**config.mk**
```make
export PLATFORM = sky130hd
export DESIGN_NAME = shifted_window_mask_relpos_gen
export DESIGN_NICKNAME = d
export VERILOG_FILES = /design/src/swm_pkg.sv /design/src/swm_div12.sv /design/src/swm_cfg.sv /design/src/shifted_window_mask_relpos_gen.sv
export SDC_FILE = /design/constraint.sdc
export NUM_CORES = 2
export LEC_CHECK = 0
export BUFFER_PORTS_ARGS = -buffer_cell sky130_fd_sc_hd__buf_2
export CORE_UTILIZATION = 50
export DETAILED_ROUTE_END_ITERATION = 7
export PLACE_DENSITY_LB_ADDON = 0.08
export SETUP_SLACK_MARGIN = 0.3
export SLEW_MARGIN = 0
export SYNTH_ARGS = -nofsm -noshare
export SYNTH_HDL_FRONTEND = slang
export SYNTH_MEMORY_MAX_BITS = 65536
export SYNTH_SLANG_ARGS = --single-unit
```
**constraint.sdc**
```tcl
create_clock -name aclk -period 60.4 [get_ports aclk]
set_input_delay 18.12 -clock aclk [delete_from_list [all_inputs] [get_ports aclk]]
set_output_delay 18.12 -clock aclk [all_outputs]
set_load 0.05 [all_outputs]
```
**src/swm_pkg.sv**
```systemverilog
// Shared types and constants for the shifted-window mask generator.
// Used by swm_div12, swm_cfg and shifted_window_mask_relpos_gen.
`timescale 1ns / 1ps

package swm_pkg;

    localparam int MAX_WINDOW = 16;
    localparam int MAX_GRID   = 64;
    localparam int DIV_STAGES = 12;
    localparam int BIAS_MAX   = 960;

    typedef enum logic [2:0] {
        REG_WINDOW_HEIGHT = 3'd0,
        REG_WINDOW_WIDTH  = 3'd1,
        REG_GRID_ROWS     = 3'd2,
        REG_GRID_COLS     = 3'd3,
        REG_SHIFT_ROWS    = 3'd4,
        REG_SHIFT_COLS    = 3'd5
    } cfg_reg_t;

    typedef struct packed {
        logic [4:0]  window_height;
        logic [4:0]  window_width;
        logic [6:0]  grid_rows;
        logic [6:0]  grid_cols;
        logic [5:0]  shift_rows;
        logic [5:0]  shift_cols;
        logic [6:0]  win_cols;
        logic [13:0] win_count;
        logic [9:0]  ntok;
        logic [5:0]  stride;
        logic        cfg_err;
    } cfg_t;

endpackage

```
**src/swm_div12.sv**
```systemverilog
// Pipelined restoring divider, 12-bit dividend by 7-bit divisor, one quotient bit per stage.
// Depends on swm_pkg; advances only when en is high.
`timescale 1ns / 1ps

module swm_div12 (
    input  logic        aclk,
    input  logic        en,
    input  logic [11:0] num,
    input  logic [6:0]  den,
    output logic [11:0] quo,
    output logic [6:0]  rem
);

    logic [6:0]  r_reg [swm_pkg::DIV_STAGES];
    logic [11:0] n_reg [swm_pkg::DIV_STAGES];
    logic [11:0] q_reg [swm_pkg::DIV_STAGES];
    logic [6:0]  d_reg [swm_pkg::DIV_STAGES];
    logic [6:0]  r_next [swm_pkg::DIV_STAGES];
    logic [11:0] n_next [swm_pkg::DIV_STAGES];
    logic [11:0] q_next [swm_pkg::DIV_STAGES];
    logic [6:0]  d_next [swm_pkg::DIV_STAGES];
    logic [6:0]  r_in  [swm_pkg::DIV_STAGES];
    logic [11:0] n_in  [swm_pkg::DIV_STAGES];
    logic [11:0] q_in  [swm_pkg::DIV_STAGES];
    logic [6:0]  d_in  [swm_pkg::DIV_STAGES];
    logic [7:0]  trial [swm_pkg::DIV_STAGES];

    always_comb begin
        for (int i = 0; i < swm_pkg::DIV_STAGES; i++) begin
            if (i == 0) begin
                r_in[i] = 7'd0;
                n_in[i] = num;
                q_in[i] = 12'd0;
                d_in[i] = den;
            end else begin
                r_in[i] = r_reg[i-1];
                n_in[i] = n_reg[i-1];
                q_in[i] = q_reg[i-1];
                d_in[i] = d_reg[i-1];
            end
            trial[i]  = {r_in[i], n_in[i][11]};
            n_next[i] = {n_in[i][10:0], 1'b0};
            d_next[i] = d_in[i];
            if (trial[i] >= {1'b0, d_in[i]}) begin
                r_next[i] = 7'(trial[i] - {1'b0, d_in[i]});
                q_next[i] = {q_in[i][10:0], 1'b1};
            end else begin
                r_next[i] = trial[i][6:0];
                q_next[i] = {q_in[i][10:0], 1'b0};
            end
        end
    end

    always_ff @(posedge aclk) begin
        if (en) begin
            for (int i = 0; i < swm_pkg::DIV_STAGES; i++) begin
                r_reg[i] <= r_next[i];
                n_reg[i] <= n_next[i];
                q_reg[i] <= q_next[i];
                d_reg[i] <= d_next[i];
            end
        end
    end

    assign quo = q_reg[swm_pkg::DIV_STAGES-1];
    assign rem = r_reg[swm_pkg::DIV_STAGES-1];

endmodule

```
**src/swm_cfg.sv**
```systemverilog
// Configuration registers and derived window-grid quantities.
// Depends on swm_pkg and swm_div12.
`timescale 1ns / 1ps

module swm_cfg (
    input  logic         aclk,
    input  logic         aresetn,
    input  logic         cfg_we,
    input  logic [2:0]   cfg_index,
    input  logic [6:0]   cfg_wdata,
    output swm_pkg::cfg_t cfg,
    output logic         busy
);

    localparam logic [3:0] SETTLE = 4'(swm_pkg::DIV_STAGES + 1);

    logic [4:0] wh_reg, ww_reg;
    logic [6:0] gr_reg, gc_reg;
    logic [5:0] sr_reg, sc_reg;
    logic [3:0] cnt_reg, cnt_next;
    logic [11:0] rq, cq;
    logic [6:0]  rr, cr;
    logic [6:0]  win_cols_reg;
    logic [13:0] win_count_reg;
    logic [9:0]  ntok_reg;
    logic [5:0]  stride_reg;
    logic        err_reg, err_next;

    always_ff @(posedge aclk) begin
        if (!aresetn) begin
            wh_reg <= 5'd7;
            ww_reg <= 5'd7;
            gr_reg <= 7'd56;
            gc_reg <= 7'd56;
            sr_reg <= 6'd3;
            sc_reg <= 6'd3;
        end else if (cfg_we) begin
            unique case (swm_pkg::cfg_reg_t'(cfg_index))
                swm_pkg::REG_WINDOW_HEIGHT: wh_reg <= cfg_wdata[4:0];
                swm_pkg::REG_WINDOW_WIDTH:  ww_reg <= cfg_wdata[4:0];
                swm_pkg::REG_GRID_ROWS:     gr_reg <= cfg_wdata;
                swm_pkg::REG_GRID_COLS:     gc_reg <= cfg_wdata;
                swm_pkg::REG_SHIFT_ROWS:    sr_reg <= cfg_wdata[5:0];
                swm_pkg::REG_SHIFT_COLS:    sc_reg <= cfg_wdata[5:0];
                default: ;
            endcase
        end
    end

    always_comb begin
        if (cfg_we) begin
            cnt_next = SETTLE;
        end else if (cnt_reg != 4'd0) begin
            cnt_next = cnt_reg - 4'd1;
        end else begin
            cnt_next = cnt_reg;
        end
    end

    always_ff @(posedge aclk) begin
        if (!aresetn) begin
            cnt_reg <= SETTLE;
        end else begin
            cnt_reg <= cnt_next;
        end
    end

    swm_div12 u_div_rows (
        .aclk(aclk), .en(1'b1), .num({5'd0, gr_reg}), .den({2'd0, wh_reg}),
        .quo(rq), .rem(rr)
    );

    swm_div12 u_div_cols (
        .aclk(aclk), .en(1'b1), .num({5'd0, gc_reg}), .den({2'd0, ww_reg}),
        .quo(cq), .rem(cr)
    );

    always_comb begin
        err_next = (wh_reg == 5'd0) || (wh_reg > 5'(swm_pkg::MAX_WINDOW))
                || (ww_reg == 5'd0) || (ww_reg > 5'(swm_pkg::MAX_WINDOW))
                || (gr_reg == 7'd0) || (gr_reg > 7'(swm_pkg::MAX_GRID))
                || (gc_reg == 7'd0) || (gc_reg > 7'(swm_pkg::MAX_GRID))
                || (rr != 7'd0) || (cr != 7'd0)
                || ({1'b0, sr_reg} >= gr_reg) || ({1'b0, sc_reg} >= gc_reg);
    end

    always_ff @(posedge aclk) begin
        win_cols_reg  <= cq[6:0];
        win_count_reg <= rq[6:0] * cq[6:0];
        ntok_reg      <= wh_reg * ww_reg;
        stride_reg    <= 6'({1'b0, ww_reg, 1'b0} - 7'd1);
        err_reg       <= err_next;
    end

    always_comb begin
        cfg.window_height = wh_reg;
        cfg.window_width  = ww_reg;
        cfg.grid_rows     = gr_reg;
        cfg.grid_cols     = gc_reg;
        cfg.shift_rows    = sr_reg;
        cfg.shift_cols    = sc_reg;
        cfg.win_cols      = win_cols_reg;
        cfg.win_count     = win_count_reg;
        cfg.ntok          = ntok_reg;
        cfg.stride        = stride_reg;
        cfg.cfg_err       = err_reg;
    end

    assign busy = (cnt_reg != 4'd0);

endmodule

```
**src/shifted_window_mask_relpos_gen.sv**
```systemverilog
// Top level of the shifted-window attention mask and relative position bias index generator.
// Depends on swm_pkg, swm_cfg and swm_div12.
`timescale 1ns / 1ps

// Takes one query/key pair per cycle while s_tready is high and returns the mask bit and the
// relative position bias index. The pipeline consists of two banks of 12-stage pipelined
// dividers (token and window coordinates, then original window coordinates) plus three
// arithmetic and output stages; all stages stall together when the result is not taken.
// After reset and after every configuration write, s_tready stays low while the window-grid
// dimensions are derived by the same kind of divider.
module shifted_window_mask_relpos_gen (
    input  logic        aclk,
    input  logic        aresetn,
    input  logic        cfg_we,
    input  logic [2:0]  cfg_index,
    input  logic [6:0]  cfg_wdata,
    input  logic        s_tvalid,
    output logic        s_tready,
    input  logic [31:0] s_tdata,   // window_index[11:0], query_token[19:12], key_token[27:20]
    output logic        m_tvalid,
    input  logic        m_tready,
    output logic [15:0] m_tdata,   // masked[0], bias_index[10:1]
    output logic        m_tuser    // index_error
);

    localparam int N = swm_pkg::DIV_STAGES;

    swm_pkg::cfg_t cfg;
    logic busy, en, acc;

    logic [11:0] widx;
    logic [7:0]  qtok, ktok;
    logic        in_err;

    logic [11:0] aq_quo, ak_quo, aw_quo;
    logic [6:0]  aq_rem, ak_rem, aw_rem;
    logic        a_vld_reg [N];
    logic        a_err_reg [N];

    logic [5:0]  b1_srq_reg, b1_scq_reg, b1_srk_reg, b1_sck_reg;
    logic [4:0]  b1_dy_reg, b1_dx_reg;
    logic        b1_vld_reg, b1_err_reg;
    logic [5:0]  srq_next, scq_next, srk_next, sck_next;
    logic [4:0]  dy_next, dx_next;

    logic [6:0]  b2_orq_reg, b2_ocq_reg, b2_ork_reg, b2_ock_reg;
    logic [9:0]  b2_bias_reg;
    logic        b2_vld_reg, b2_err_reg;
    logic [6:0]  orq_next, ocq_next, ork_next, ock_next;

    logic [11:0] cqr_quo, cqc_quo, ckr_quo, ckc_quo;
    logic [6:0]  cqr_rem, cqc_rem, ckr_rem, ckc_rem;
    logic        c_vld_reg  [N];
    logic        c_err_reg  [N];
    logic [9:0]  c_bias_reg [N];

    logic        out_vld_reg, out_err_reg, out_mask_reg;
    logic [9:0]  out_bias_reg;

    function automatic logic [6:0] wrap(input logic [5:0] s, input logic [6:0] g,
                                        input logic [5:0] sh);
        logic [7:0] t;
        t = {2'd0, s} + {1'b0, g} - {2'd0, sh};
        if (t >= {1'b0, g}) begin
            t = t - {1'b0, g};
        end
        return t[6:0];
    endfunction

    swm_cfg u_cfg (
        .aclk(aclk), .aresetn(aresetn), .cfg_we(cfg_we), .cfg_index(cfg_index),
        .cfg_wdata(cfg_wdata), .cfg(cfg), .busy(busy)
    );

    assign en       = !out_vld_reg || m_tready;
    assign s_tready = en && !busy;
    assign acc      = s_tvalid && s_tready;

    assign widx = s_tdata[11:0];
    assign qtok = s_tdata[19:12];
    assign ktok = s_tdata[27:20];
    assign in_err = cfg.cfg_err || ({2'd0, widx} >= cfg.win_count)
                 || ({2'd0, qtok} >= cfg.ntok) || ({2'd0, ktok} >= cfg.ntok);

    // token row/column and window row/column
    swm_div12 u_div_q (.aclk(aclk), .en(en), .num({4'd0, qtok}),
        .den({2'd0, cfg.window_width}), .quo(aq_quo), .rem(aq_rem));
    swm_div12 u_div_k (.aclk(aclk), .en(en), .num({4'd0, ktok}),
        .den({2'd0, cfg.window_width}), .quo(ak_quo), .rem(ak_rem));
    swm_div12 u_div_w (.aclk(aclk), .en(en), .num(widx),
        .den(cfg.win_cols), .quo(aw_quo), .rem(aw_rem));

    always_ff @(posedge aclk) begin
        if (!aresetn) begin
            for (int i = 0; i < N; i++) begin
                a_vld_reg[i] <= 1'b0;
            end
        end else if (en) begin
            a_vld_reg[0] <= acc;
            for (int i = 1; i < N; i++) begin
                a_vld_reg[i] <= a_vld_reg[i-1];
            end
        end
    end

    always_ff @(posedge aclk) begin
        if (en) begin
            a_err_reg[0] <= in_err;
            for (int i = 1; i < N; i++) begin
                a_err_reg[i] <= a_err_reg[i-1];
            end
        end
    end

    // shifted grid positions and offsets
    always_comb begin
        srq_next = 6'(aw_quo[5:0] * cfg.window_height + {2'd0, aq_quo[3:0]});
        srk_next = 6'(aw_quo[5:0] * cfg.window_height + {2'd0, ak_quo[3:0]});
        scq_next = 6'(aw_rem[5:0] * cfg.window_width + {2'd0, aq_rem[3:0]});
        sck_next = 6'(aw_rem[5:0] * cfg.window_width + {2'd0, ak_rem[3:0]});
        dy_next  = 5'({1'b0, aq_quo[3:0]} + cfg.window_height - 5'd1 - {1'b0, ak_quo[3:0]});
        dx_next  = 5'({1'b0, aq_rem[3:0]} + cfg.window_width - 5'd1 - {1'b0, ak_rem[3:0]});
    end

    always_ff @(posedge aclk) begin
        if (!aresetn) begin
            b1_vld_reg <= 1'b0;
            b2_vld_reg <= 1'b0;
        end else if (en) begin
            b1_vld_reg <= a_vld_reg[N-1];
            b2_vld_reg <= b1_vld_reg;
        end
    end

    always_comb begin
        orq_next = wrap(b1_srq_reg, cfg.grid_rows, cfg.shift_rows);
        ork_next = wrap(b1_srk_reg, cfg.grid_rows, cfg.shift_rows);
        ocq_next = wrap(b1_scq_reg, cfg.grid_cols, cfg.shift_cols);
        ock_next = wrap(b1_sck_reg, cfg.grid_cols, cfg.shift_cols);
    end

    always_ff @(posedge aclk) begin
        if (en) begin
            b1_srq_reg  <= srq_next;
            b1_scq_reg  <= scq_next;
            b1_srk_reg  <= srk_next;
            b1_sck_reg  <= sck_next;
            b1_dy_reg   <= dy_next;
            b1_dx_reg   <= dx_next;
            b1_err_reg  <= a_err_reg[N-1];
            b2_orq_reg  <= orq_next;
            b2_ocq_reg  <= ocq_next;
            b2_ork_reg  <= ork_next;
            b2_ock_reg  <= ock_next;
            b2_bias_reg <= 10'(b1_dy_reg * cfg.stride + {5'd0, b1_dx_reg});
            b2_err_reg  <= b1_err_reg;
        end
    end

    // original window coordinates
    swm_div12 u_div_qr (.aclk(aclk), .en(en), .num({5'd0, b2_orq_reg}),
        .den({2'd0, cfg.window_height}), .quo(cqr_quo), .rem(cqr_rem));
    swm_div12 u_div_qc (.aclk(aclk), .en(en), .num({5'd0, b2_ocq_reg}),
        .den({2'd0, cfg.window_width}), .quo(cqc_quo), .rem(cqc_rem));
    swm_div12 u_div_kr (.aclk(aclk), .en(en), .num({5'd0, b2_ork_reg}),
        .den({2'd0, cfg.window_height}), .quo(ckr_quo), .rem(ckr_rem));
    swm_div12 u_div_kc (.aclk(aclk), .en(en), .num({5'd0, b2_ock_reg}),
        .den({2'd0, cfg.window_width}), .quo(ckc_quo), .rem(ckc_rem));

    always_ff @(posedge aclk) begin
        if (!aresetn) begin
            for (int i = 0; i < N; i++) begin
                c_vld_reg[i] <= 1'b0;
            end
            out_vld_reg <= 1'b0;
        end else if (en) begin
            c_vld_reg[0] <= b2_vld_reg;
            for (int i = 1; i < N; i++) begin
                c_vld_reg[i] <= c_vld_reg[i-1];
            end
            out_vld_reg <= c_vld_reg[N-1];
        end
    end

    always_ff @(posedge aclk) begin
        if (en) begin
            c_err_reg[0]  <= b2_err_reg;
            c_bias_reg[0] <= b2_bias_reg;
            for (int i = 1; i < N; i++) begin
                c_err_reg[i]  <= c_err_reg[i-1];
                c_bias_reg[i] <= c_bias_reg[i-1];
            end
            out_err_reg  <= c_err_reg[N-1];
            out_mask_reg <= !c_err_reg[N-1]
                         && ((cqr_quo != ckr_quo) || (cqc_quo != ckc_quo));
            out_bias_reg <= c_err_reg[N-1] ? 10'd0 : c_bias_reg[N-1];
        end
    end

    assign m_tvalid = out_vld_reg;
    assign m_tdata  = {5'd0, out_bias_reg, out_mask_reg};
    assign m_tuser  = out_err_reg;

    a_err_zero: assert property (@(posedge aclk) disable iff (!aresetn)
        (m_tvalid && m_tuser) |-> (m_tdata == 16'd0))
        else $error("error result carries nonzero fields");

    a_busy_block: assert property (@(posedge aclk) disable iff (!aresetn)
        busy |-> !s_tready)
        else $error("input accepted while configuration settles");

    a_bias_range: assert property (@(posedge aclk) disable iff (!aresetn)
        (m_tvalid && !m_tuser) |-> (m_tdata[10:1] <= 10'(swm_pkg::BIAS_MAX)))
        else $error("bias index out of range");

    a_cfg_settle: assert property (@(posedge aclk) disable iff (!aresetn)
        cfg_we |=> busy)
        else $error("configuration write did not hold off input");

endmodule
```
==> summary.md <==
| Metric | Value |
|---|---|
| Max Buffers Root-to-Sink | `3` |
| CP Class | `in2out` |
| Max VDD drop | `~0.10 mV` |
| PnR Total Power | `roughly 5.4 mW` |
| Hold buffer count at CTS | `0` |
| Crit path time final | `37.02 ns` |
| # port buffers | `56` |
| Core ar. | `0.174 sq mm` |
| Post-layout util | `between 50% and 60%` |
| Post-synth EDFFs | `1411` |
| Iter 0 DRT Violations | `between 2000 and 3000` |
| Synth warn | `0` |
| Post-CTS sizing | `0` |
| Width of the die | `between 400 and 500 um` |
| Synth Area per Inst | `12.7 sq um` |
| Leakage Power | `40.8 nW` |
| Vias post-DR | `48200` |
| Final ANT Viol Nets | `0` |
| Nets | `7943` |
| CTS Sinks | `1953` |
| Residual DRC | `0` |
| Dpl hpwl | `109 mm` |
| Register-to-Register Path Depth | `16` |
| WP data required | `42.28 ns` |
| Clock-pin slew on the worst setup and hold paths | `0.06 ns` |
| Setup TNS | `0 ns` |
| Hold Crit Class | `reg2reg` |
| Post-route cell area | `0.0973 sq mm` |
| Largest fanout on the critical path | `24` |
| Routed WL per cell | `~16 um` |
| CP arrival | `18.90 ns` |
| Pwr Density | `55.9 mW/mm^2` |
| Final Cycle Share | `approximately three fifths` |
| Fmax | `between 0.02 and 0.03 GHz` |
| P&R area growth vs syn | `11.4%` |
| Gr usage total | `17.6%` |
| Prevailing post-synth register cell | `edfxtp_1` |
| Chip Height | `420 um` |
| CP Launch Type | `input pin` |
| Final slew viol count | `0` |
| CTS H-Tree Depth | `4` |
| Die area | `~0.18 sq mm` |
| First-pass GRT wire length | `247 mm` |
| Grt total ovfl | `0` |
| Layout cells sized above 1 | `6.94%` |
| Via count of the first global-routing pass | `48200` |
| IO Pins | `66` |
| Cells after Synth | `6862` |
| Dpl cell area | `0.0904 sq mm` |
| Worst Setup End Kind | `output port` |
| Root buf cell | `clkbuf_16` |
| DR pass1 iterations | `7` |
| Number of synthesized register bits | `1953` |
| Vias/cell | `5.04` |
| Largest net degree at the start of global routing | `about 210` |
| Clk Latency, worst-skew pair | `0.82 ns` |
| Endpoints failing setup | `0` |
| Initial antenna violation count | `2` |
| DRT Wirelength | `153 mm` |
| Worst hold path depth | `0` |
| Max-cap violation count | `0` |
| Initial core utilization | `50.3%` |
| CTS Buf Count | `200` |
| Hold Vio Cnt, Final | `0` |
| Cell Area, Synth | `0.0873 sq mm` |
| Rows | `153` |
| Clk_skew | `0.0212 ns` |
| Asr flop ratio synth | `0%` |
| Sequential-to-total area share from yosys stat | `60.9%` |
| Status | `completed` |
| Max reg flops | `120` |
| Post-CTS setup buffers | `0` |
| Count of cell types in the netlist | `60` |
| CTS tree | `done` |
| RSZ-0062 raised after global routing | `no` |
| GPL Wtd Cong | `0.860` |
| Worst slew margin relative to its limit | `24.1%` |
| Worst-Margin Slew | `1.14 ns` |
## Yosys cell counts, types with 5 or more instances
master / number / share of area (%)
a211oi_1: 24 / 0.21
o21ai_0: 324 / 1.9
clkbuf_1: 61 / 0.26
a31oi_1: 27 / 0.19
nand2b_1: 136 / 0.97
and3_1: 26 / 0.19
mux2_2: 94 / 1.2
edfxtp_1: 1411 / 49
o21bai_1: 40 / 0.34
dfxtp_1: 542 / 12
nor2_2: 10 / 0.072
o31a_1: 20 / 0.20
buf_4: 6 / 0.052
nor4_1: 49 / 0.35
nor2_1: 478 / 2.1
inv_1: 774 / 3.3
nand3b_1: 21 / 0.18
xnor2_1: 269 / 2.7
and2_1: 90 / 0.64
fa_1: 182 / 4.2
mux2_4: 6 / 0.10
or3_1: 8 / 0.057
a21o_1: 115 / 0.99
a21oi_1: 420 / 2.4
o21a_1: 18 / 0.15
nor3_1: 78 / 0.45
nand3_1: 99 / 0.57
xor2_1: 127 / 1.3
nor2b_1: 160 / 1.1
mux2i_1: 52 / 0.60
a22oi_1: 21 / 0.18
a41o_1: 5 / 0.057
o211ai_1: 21 / 0.18
a211o_1: 5 / 0.050
nand4_1: 37 / 0.27
nand2_1: 386 / 1.7
a21boi_0: 45 / 0.39
ha_1: 644 / 9.2
## per-layer routing
layer / share of wire, % / vias up / global-route usage, %
li1: - / 24400 / -
met1: 44 / 22800 / 22.3
met2: 49 / 654 / 30.0
met3: 3.5 / 294 / 2.93
met4: 3.5 / 2 / 7.14
met5: 0.0085 / - / 0
## worst max-delay path: stages
cell and delay [ns]:
buf_2 0.10, nor2b_2 0.09, buf_4 0.29, nor2_1 0.08, buf_2 0.21
## per-stage QoR
step                      setup WS, ns  cells  hold WS [ns]
final                            23.38   9570         0.319
after global routing             23.32   9569         0.323
after CTS                        23.37   9569         0.318
after detailed placement         23.37   9193         0.312
after global placement           23.36   9193         0.312
after floorplan                  0.953   6866         0.310
## cell type report
type,instances,area (sq um)
clock buffer,244,5260
tap,2325,2910
antenna,1,2.50
fill,14200,76400
sequential,1953,53200
timing repair buffer,72,463
clock inverter,132,1580
multi-input combinational,4067,30900
inverter,776,2920
## logic make-up (layout without fill, tap and decap cells)
kind of cell / count (synthesis) / in the layout / share of synthesized area, %
flip-flops: 1953 / 1953 / 60.9
AND/OR/NAND/NOR: 1587 / 1587 / 8.69
AO/OA/AOI/OAI: 1100 / 1100 / 7.40
buffers and inverters: 846 / 1224 / 3.66
adder cells (fa/ha/maj): 826 / 826 / 13.4
XOR/XNOR: 397 / 397 / 3.99
multiplexers: 152 / 152 / 1.91
other: 1 / 6 / 0.00429
## worst paths after layout
path / slack [ns] / from / to
max: 23.38 / m_tready / s_tready
min: 0.32 / u_cfg.u_div_cols.n_reg[1][2] / u_cfg.u_div_cols.n_reg[2][3]
max reg2reg: 55.83 / u_cfg.u_div_rows.q_reg[2][36] / u_cfg.win_count_reg[13]
min reg2reg: 0.32 / u_cfg.u_div_cols.n_reg[1][2] / u_cfg.u_div_cols.n_reg[2][3]
## report_power, final
part           switching [mW]  internal (mW)  leakage (nW)  total (mW)
sequential              0.189           1.98          19.1        2.17
clock                   0.513          0.752          3.31        1.26
combinational            1.06          0.948          18.4        2.01
total                    1.76           3.68          40.8        5.44
## cells in the final DEF (no fill, tap or decap), drive strengths merged, types with 30 or more instances in the layout
cell type / Yosys / routed
xor2: 127 / 127
nor4: 49 / 49
clkbuf: 61 / 244
xnor2: 270 / 270
nand2: 387 / 387
o21ai: 324 / 324
buf: 9 / 72
a21o: 115 / 115
clkinv: 2 / 72
a21boi: 45 / 45
mux2: 100 / 100
edfxtp: 1411 / 1411
bufinv: 0 / 30
a21oi: 420 / 420
nor2b: 160 / 160
ha: 644 / 644
nor2: 488 / 488
inv: 774 / 791
dfxtp: 542 / 542
nand2b: 136 / 136
o21bai: 40 / 40
fa: 182 / 182
nor3: 78 / 78
and2: 90 / 90
nand3: 99 / 99
mux2i: 52 / 52
nand4: 37 / 37
Power figures use the tool's default switching activity.
